## config.mk

```make
export PLATFORM = sky130hd
export DESIGN_NAME = rcst_ram
export DESIGN_NICKNAME = d
export VERILOG_FILES = /design/src/rtl/rcst_ram.sv
export SDC_FILE = /design/constraint.sdc
export NUM_CORES = 1
export LEC_CHECK = 0
export BUFFER_PORTS_ARGS = -buffer_cell sky130_fd_sc_hd__buf_2
export CAP_MARGIN = 20
export CORE_ASPECT_RATIO = 0.9
export CORE_MARGIN = 2
export CORE_UTILIZATION = 59
export CTS_CLUSTER_SIZE = 28
export DETAILED_ROUTE_END_ITERATION = 12
export PLACE_DENSITY = 0.79
export SLEW_MARGIN = 20
export SYNTH_ARGS = -nofsm -noshare
export SYNTH_HDL_FRONTEND = slang
export SYNTH_SLANG_ARGS = --single-unit
```

## constraint.sdc

```tcl
create_clock -name clk -period 3.6 [get_ports clk]
set_input_delay 0.18 -clock clk [delete_from_list [all_inputs] [get_ports clk]]
set_output_delay 0.18 -clock clk [all_outputs]
set_load 0.01 [all_outputs]
```

## src/rtl/rcst_ram.sv

```systemverilog
// Generic simple dual-port RAM with registered read.
`default_nettype none
module rcst_ram #(
  parameter int WIDTH = 32,
  parameter int DEPTH = 8
) (
  input  wire logic                               clk,
  input  wire logic                               we,
  input  wire logic [(DEPTH > 1 ? $clog2(DEPTH) : 1)-1:0] waddr,
  input  wire logic [WIDTH-1:0]                   wdata,
  input  wire logic [(DEPTH > 1 ? $clog2(DEPTH) : 1)-1:0] raddr,
  output logic      [WIDTH-1:0]                   rdata
);
  logic [WIDTH-1:0] mem [DEPTH];

  // Write port and registered read port.
  always_ff @(posedge clk) begin
    if (we) begin
      mem[waddr] <= wdata;
    end
    rdata <= mem[raddr];
  end
endmodule
`default_nettype wire

```

After elaboration in Yosys (flattened, before gate mapping) --
Memory sizes are Yosys's and may differ from the RTL's. A register that Yosys moved wholly into a read port is not among the register bits. Index checks and enable logic that the tools add are counted.
Cells by class: muxes and demuxes 2
Operators with widths (count):
- two-way mux 1 bit | 2
Storage, ports and cells: RAM bits 256, word-level logic and storage cells 3, flip-flop bits (word level) 0, memories 1
Memories:
- mem | words 8, bits a word 32, rd ports 1, clocked after memory_dff 1, wr ports 1, line 14 | logic [WIDTH-1:0] mem [DEPTH];

Logic depth before layout (Yosys ltp) --
depth in word-level cells 2, gate-level depth with buffers 4, mapped depth without buffers 2

Worst setup path after synthesis --
No wires, ideal clock.
kind input port to flip-flop, start input waddr[2] (netlist bit), end memory mem[0][0] (enable), data required time 3.139 ns, slack 0.573 ns, stages 2, data arrival time 2.566 ns, cells stage by stage nand2b_1 > nor3_1
RTL lines:
- start: declaration | line 9 | input wire logic [(DEPTH > 1 ? $clog2(DEPTH) : 1)-1:0] waddr,
- end: declaration | line 14
Straight into the memory's write port.

Final worst setup path --
start input waddr[2] (netlist bit), end memory mem[1][31] (enable)
Straight into the memory's write port.

==> flow_summary.json <==
{
  "ys_ff_latch": 288,
  "critPathTopFamily": "simple AND/OR/NAND/NOR gates",
  "r2r_end": "rdata[4]",
  "die_w_um": 144,
  "r2r_start": "mem[3][4]",
  "wl_per_cell_um": 22.9,
  "power_density_nw_per_um2": 581,
  "final_cell_mix": "edfxtp_1, buf_2, mux4_1",
  "dieArea_um2": 18800,
  "die_h_um": 130,
  "slew_headroom_pct": 35.4,
  "rsz0062_at_grt": "false",
  "worstSetupPathType": "in2reg",
  "antenna_cells": 0,
  "r2r_slack_ps": 2300,
  "portBuffers": 71,
  "hold_slack_ps": 273,
  "hold_path.class": "in2reg",
  "num_rows": 46,
  "cp-start-kind": "input port",
  "clk_latency_ps": 510,
  "status": "completed",
  "cp_num_buf_inv": 2,
  "fin_cells": 801,
  "endpoint": "mem[1][31]",
  "dr.pass1.iters": 4,
  "cts_resized": 0,
  "drt_iter0_markers": 400,
  "drive_above_1_share_pct": 34.2,
  "critPathLaunch": "waddr[2]",
  "cts_max_path_buffers": 3,
  "cts.sinks": 288,
  "wl_mm": 18.3,
  "tightestPinTransition_ps": 970,
  "final.min_clock_period_ps": 1450,
  "htree_levels": 1,
  "grt_pass1_wl_mm": 28.2,
  "required_ps": 3790,
  "synth_cells": 415,
  "synth_area_per_cell_um2": 25.2,
  "syn_nets": 455,
  "area_delta_synth_final_pct": 18.9,
  "slew_violations": 0,
  "ios": 72,
  "synth_cell_types": 13,
  "vias_per_cell": 5.75,
  "cp_max_fo": 20,
  "worstPathArrival_ps": 1640,
  "grt_max_degree": 65,
  "tns_ps": 0,
  "cts_root_buffer": "clkbuf_16",
  "yosysWarningCount": 0,
  "timing.final.crit_share_pct": 40.2,
  "placed_cells": 721,
  "cpPeakStageDelay_ps": 680,
  "core_area_um2": 17500,
  "antenna_found_initial": 0,
  "p_leak_uw": 0.00429,
  "start_util_pct": 59.8,
  "finClkSkew_ps": 12.2,
  "dpl.hpwl_mm": 9.86,
  "crit_cells": 4,
  "cts-buffers-inserted": 26,
  "hold_viol_final": 0,
  "tritoncts": "yes",
  "seq_area_frac_synth_pct": 79.6,
  "netlist_area_um2": 10500,
  "r2r_cells": 2,
  "crit_slowest_cell": "nor2_4",
  "antenna_left": 0,
  "cts_hold_buffers": 32,
  "final_common_cell": "edfxtp_1",
  "clk_pin_slew_ps": 60,
  "fmax_ghz": 0.691,
  "grt_use_total_pct": 20.5,
  "gr-total-overflow": 0,
  "ir_drop_mv": 0.471,
  "gp_congestion": 0.704,
  "setup_viol": 0,
  "nNetsFinal": 581,
  "grt_pass1_vias": 4877,
  "path_cells": "buf_2 -> nand2b_1 -> nor2_4 -> buf_4",
  "post_cts_buffers": 0,
  "via_count": 4605,
  "end_kind": "register",
  "cap_violations": 0,
  "drcViolationCount": 0
}
flip-flops by register name, summed over array words and instances (netlist names):
signal	count
rdata	32
mem	256
worst min-delay path, stage by stage:
cell and delay [ps]:
buf_2 140, nor3_2 70, buf_4 210
worst min-delay path by stage:
| stage | startpoint | endpoint | slack (ps) | depth (start not counted) |
|---|---|---|---|---|
| 2_1_floorplan | wdata[0] | mem[0][0] | 280 | 0 |
| 3_3_place_gp | wdata[5] | mem[5][5] | 430 | 1 |
| 3_5_place_dp | wdata[23] | mem[6][23] | 450 | 1 |
| 4_1_cts | waddr[1] | mem[0][29] | 260 | 3 |
| 5_1_grt | waddr[1] | mem[0][29] | 280 | 3 |
| 6_report | waddr[1] | mem[0][3] | 270 | 3 |
report_power, final:
part | internal (uW) | total [uW] | switching (uW)
Sequential | 3770 | 3810 | 35.2
Clock | 1900 | 3050 | 1140
Combinational | 188 | 377 | 189
synth_stat cells, drive strengths merged:
master,count,area share [%]
edfxtp,256,73
mux4,64,15
dfxtp,32,6.1
mux2,32,3.4
buf,17,1.2
nor2,6,0.22
nand2b,3,0.18
nand2,2,0.072
nor3,2,0.096
clkbuf,1,0.036
stage by stage:
step | worst slack, ps | utilization (%) | total power [uW] | instance area (um2)
2_1_floorplan | 573 | - | 4080 | 10500
3_3_place_gp | 1480 | 63.7 | 4210 | 11100
3_5_place_dp | 1420 | 63.7 | 4230 | 11100
4_1_cts | 1960 | 71.1 | 7280 | 12400
5_1_grt | 2080 | 71.1 | 7450 | 12400
6_report | 2150 | 71.1 | 7240 | 12400
cells by family (layout without fill, tap and decap cells):
logic type             after synthesis  in the layout  share of synthesized area (%)
flip-flops                         288            288                           79.6
multiplexers                        96             96                           18.6
buffers and inverters               18            164                           1.22
AND/OR/NAND/NOR                     13             13                          0.562
per-layer routing:
metal	global-route usage (%)	share of wire (%)	up-vias
met5	0	0	-
met4	4.45	1.9	0
met3	3.19	5.5	37
met2	36.7	52	139
met1	27.3	41	2389
li1	-	-	2040
area by class of cell:
| type | count | area [um2] |
|---|---|---|
| sequential | 288 | 8330 |
| fill | 1033 | 5050 |
| multi-input combinational | 109 | 2070 |
| timing repair buffer | 116 | 779 |
| clock buffer | 36 | 759 |
| tap | 240 | 300 |
| clock inverter | 12 | 214 |
Power figures use the tool's default switching activity.
