## config.mk

```make
export PLATFORM = sky130hd
export DESIGN_NAME = rcst_cell
export DESIGN_NICKNAME = d
export VERILOG_FILES = /design/src/rtl/rcst_pkg.sv /design/src/rtl/rcst_cell.sv
export SDC_FILE = /design/constraint.sdc
export NUM_CORES = 1
export LEC_CHECK = 0
export ABC_CLOCK_PERIOD_IN_PS = 800
export BUFFER_PORTS_ARGS = -buffer_cell sky130_fd_sc_hd__buf_2
export CAP_MARGIN = 20
export CELL_PAD_IN_SITES_DETAIL_PLACEMENT = 0
export CELL_PAD_IN_SITES_GLOBAL_PLACEMENT = 2
export CORE_MARGIN = 5
export CORE_UTILIZATION = 23
export CTS_CLUSTER_SIZE = 10
export DETAILED_ROUTE_END_ITERATION = 10
export GPL_TIMING_DRIVEN = 0
export PLACE_DENSITY_LB_ADDON = 0.1
export SETUP_SLACK_MARGIN = 0.05
export SYNTH_ARGS = -nofsm -noshare
export SYNTH_HDL_FRONTEND = slang
export SYNTH_SLANG_ARGS = --single-unit
```

## constraint.sdc

```tcl
create_clock -name clk -period 0.8 [get_ports clk]
set_input_delay 0.12 -clock clk [delete_from_list [all_inputs] [get_ports clk]]
set_output_delay 0.12 -clock clk [all_outputs]
set_load 0.005 [all_outputs]
```

## src/rtl/rcst_pkg.sv

```systemverilog
// Package with the shared types, codes and helpers of the color slot table.
`default_nettype none
package rcst_pkg;

  localparam int SLOTS_PER_POOL_DEF = 64;
  localparam int MAX_POOLS_DEF      = 8;
  localparam int BYTES_PER_SLOT     = 4;
  localparam int CFG_AW             = 3;

  // Register index of the space limit.
  localparam logic CFG_SPACE_LIMIT = 1'b0;

  typedef enum logic [2:0] {
    ST_HIT      = 3'd0,
    ST_REUSED   = 3'd1,
    ST_NEW_POOL = 3'd2,
    ST_NO_SPACE = 3'd3,
    ST_RELEASED = 3'd4,
    ST_REL_ERR  = 3'd5,
    ST_IMAGE    = 3'd6
  } status_t;

  typedef enum logic [1:0] {
    MODE_ACQUIRE = 2'd0,
    MODE_RELEASE = 2'd1,
    MODE_RESERVE = 2'd2,
    MODE_BAD     = 2'd3
  } mode_t;

  typedef enum logic [1:0] {
    ACT_INC  = 2'd0,
    ACT_SET  = 2'd1,
    ACT_NEWP = 2'd2,
    ACT_DEC  = 2'd3
  } act_t;

  typedef enum logic [2:0] {
    FSM_IDLE,
    FSM_SCAN,
    FSM_UPD,
    FSM_FIN,
    FSM_RESP
  } fsm_t;

  typedef struct packed {
    logic [1:0]  mode;
    logic [31:0] color;
    logic [8:0]  release_slot;
    logic [31:0] reserve_bytes;
  } in_word_t;

  typedef struct packed {
    logic [2:0]  status;
    logic [8:0]  slot_number;
    logic [31:0] byte_offset;
    logic [15:0] ref_count;
    logic        pixel_write;
    logic [31:0] pixel_word;
  } out_word_t;

  typedef struct packed {
    logic [31:0] color;
    logic        valid;
    logic [15:0] refs;
  } slot_t;

  // Swap the red and blue bytes of a color.
  function automatic logic [31:0] swap_rb(input logic [31:0] c);
    swap_rb = {c[31:24], c[7:0], c[15:8], c[23:16]};
  endfunction

endpackage
`default_nettype wire

```

## src/rtl/rcst_cell.sv

```systemverilog
// One slot cell of the rotating slot ring.
`default_nettype none
module rcst_cell (
  input  wire logic           clk,
  input  wire logic           rst_n,
  input  wire logic           shift,
  input  wire rcst_pkg::slot_t d,
  output rcst_pkg::slot_t     q
);
  rcst_pkg::slot_t slot_r;
  rcst_pkg::slot_t slot_nxt;

  // Take the neighbor's slot when the ring rotates.
  always_comb begin
    slot_nxt = slot_r;
    if (shift) begin
      slot_nxt = d;
    end
  end

  // The color is payload; valid and count are cleared at reset.
  always_ff @(posedge clk) begin
    if (!rst_n) begin
      slot_r.valid <= 1'b0;
      slot_r.refs  <= '0;
    end else begin
      slot_r.valid <= slot_nxt.valid;
      slot_r.refs  <= slot_nxt.refs;
    end
    slot_r.color <= slot_nxt.color;
  end

  assign q = slot_r;
endmodule
`default_nettype wire

```

; ---- Word level (Yosys, flattened, before mapping)
; Index checks and enable logic that the tools add are counted.
[totals]
in_bits = 52
ff_bits = 49
word_cells = 3
output_inout_bits = 49

; ---- Depth between registers and ports, before layout
[depth]
depth_word = 0
mapped_depth = 4
mapped_depth_nobuf = 2

; ---- Worst setup path after synthesis
; Ideal clock, no wire load.
[synth_path]
path_kind = input-to-reg
from = input port shift
to = register slot_r (netlist bit q[10])
stages = 4
setup_slack_ns = 0.083
t_required_ns = 0.684
path_buffers = 2
t_arrival_ns = 0.601
path_cell_list = buf_6 > buf_12 > mux2i_1 > nor2b_1
[synth_rtl]
columns = element, line_no
row1 = "start, declared", rcst_cell.sv:6  ; input wire logic shift,
row2 = "end, declared", rcst_cell.sv:10  ; rcst_pkg::slot_t slot_r;

; ---- Worst setup path in the final report
[layout_path]
from = register slot_r (netlist bit q[20])
to = output port q[20] in the netlist's numbering
[layout_rtl]
columns = element, line_no
row1 = "end, declared", rcst_cell.sv:8  ; output rcst_pkg::slot_t q
; No word-level cell between the ends.

==> out/qor.yml <==
status: "complete, but fails checks"
violations: "negative setup slack"
viasPerCell: 3.63
port_buffers: 100
grt_pass1_vias: 1302
slew_headroom: 0.795
cts_buffers: 5
worstSkewPairLatency_ps: 290
critPathLaunchType: "flop"
synthCells: 86
htreeDepth: 2
power_density_nw_per_um2: 1900
rows: 30
grt_overflow_total: 0
rsz0062_at_grt: "yes"
ys_warn_count: 0
fmax_mhz: 1080
ir_worst_vdd_v: 0.000792
critPathBufInv: 1
setup_viol: 49
drc_errors: 0
setup_ws_ps: -124
dpl.hpwl_mm: 2.79
die_w_um: 93.7
largest_reg_flops: 49
hold_viol: 0
track_usage: 0.0905
initial_core_util: 0.237
slowest_delay_ps: 380
antenna_found_initial: 0
drive_above_1_share: 0.563
ys_types: 7
diodes: 0
period_share: 1.16
gp_congestion: 0.608
finalCriticalPeriod_ps: 924
grt_pass1_wl_mm: 6.11
final-max-slew-violation-count: 0
tightest_slew_ps: 307
crit_chain: "buf_2"
cp_max_fo: 1
cap_viol_max_count: 0
crit_type: "reg2out"
pin_count: 101
ys_ff_latch: 49
synth_flop_cell: "edfxtp_1"
synth_common_cells: "32 x edfxtp_1, 17 x dfxtp_1, 17 x mux2i_1, 17 x nor2b_1"
grt_max_degree: 34
synth_most_common_cell: "edfxtp_1"
syn_area_per_cell_um2: 18.8
synth_area_leaders: "edfxtp_1 60%, dfxtp_1 21%, mux2i_1 11%, nor2b_1 6.6%, buf_12 1.2%"
crit_family: "flip-flops"
synth_edf_count: 32
core_area_um2: 6790
drtIter0Drc: 8
synthesis.area_um2: 1610
final_antenna_net_count: 0
hold_path_class: "in2reg"
fin_util: 0.413
arrival_ps: 800
hold_ws_ps: 78.9
dr_total_vias: 1181
ys_seq_area_frac: 0.807
slowest_stage: "edfxtp_1"
synth_top_area_share: 0.596
nets: 280
syn_to_final_growth_pct: 74.1
cp.required_ps: 680
cts_tree: "yes"
critPathCaptureType: "primary output"
wl_per_cell_um: 12.5
fin_cells: 325
ctsLongestPathBuffers: 2
clock-sinks: 49
wirelength_mm: 4.07
setup_tns_ps: -4350
yosysTopAreaCell: "edfxtp_1"
fp.dieH_um: 93.7
cts.clk_slew.worst_paths_ps: 90
syn_nets: 138
synthArstFlopShare: 0
finClkSkew_ps: 0
dieArea_um2: 8790
dr.pass1.iters: 2
placed_cells: 282
cts_root_buffer: "clkbuf_8"
leakage_nw: 1.25
[final cells by class]
type | instances | area (µm²)
fillers | 639 | 3990
flip-flops and latches | 49 | 1320
repair buffers | 135 | 935
multi-input cells | 34 | 277
well taps | 96 | 120
clock buffers | 5 | 68.8
plain buffers | 3 | 43.8
clock inverters | 3 | 41.3
[stage by stage]
stage | setup WS (ps) | power [W] | instance area (µm²)
floorplan | 83.2 | 0.00315 | 1610
detailed placement | -741 | 0.00350 | 2230
global route | -182 | 0.00565 | 2810
CTS | -163 | 0.00543 | 2730
finish | -124 | 0.00535 | 2810
global placement | -655 | 0.00349 | 2230
[kinds of logic (layout without fill, tap and decap cells)]
kind of cell	count (synthesis)	count (layout)	share of synthesized area
flops	49	49	0.807
buf+inv	3	146	0.0217
simple gates	17	17	0.0659
mux	17	17	0.106
[path summary, 6_finish.rpt]
kind / depth (start not counted) / start / endpoint / slack, ps
worst min register to register: 2 / q[12]$_SDFFE_PN0P_ / q[12]$_SDFFE_PN0P_ / 510
worst max register to register: 3 / q[2]$_SDFFE_PN0P_ / q[2]$_SDFFE_PN0P_ / 90
worst max-delay path: 1 / q[20]$_DFFE_PP_ / q[20] / -120
worst min-delay path: 3 / d[16] / q[16]$_SDFFE_PN0P_ / 80
[routing by layer]
metal  global-route usage  share of wire
met2                0.151           0.45
met1                0.102           0.43
met4               0.0325          0.013
met3               0.0401           0.11
met5                    0              0
[where the power goes]
group | internal [W] | switching [W] | total [W] | leakage (nW)
Combinational | 0.000438 | 0.000239 | 0.000678 | 0.737
Clock | 0.000921 | 0.000797 | 0.00172 | 0.0518
Sequential | 0.00289 | 0.0000562 | 0.00295 | 0.460
Total | 0.00425 | 0.00109 | 0.00535 | 1.25
[layout by cell type (no fill, tap or decap)]
master and instances:
edfxtp_1 32, nor2b_1 17, buf_6 9, buf_2 92
clkinv_1 1, buf_16 1, clkbuf_8 5, mux2i_1 17
clkbuf_16 1, clkinvlp_4 1, bufinv_16 1, buf_12 2
dfxtp_2 17, clkbuf_1 1, dlygate4sd3_1 32
[repair_timing]
item,in CTS,in global routing
hold endpoints to repair,32,0
cloned,0,1
hold buffers,32,0
endpoints found under the setup margin,98,54
resized for setup,25,8
buffers inserted,1,1
Power figures use the tool's default switching activity.
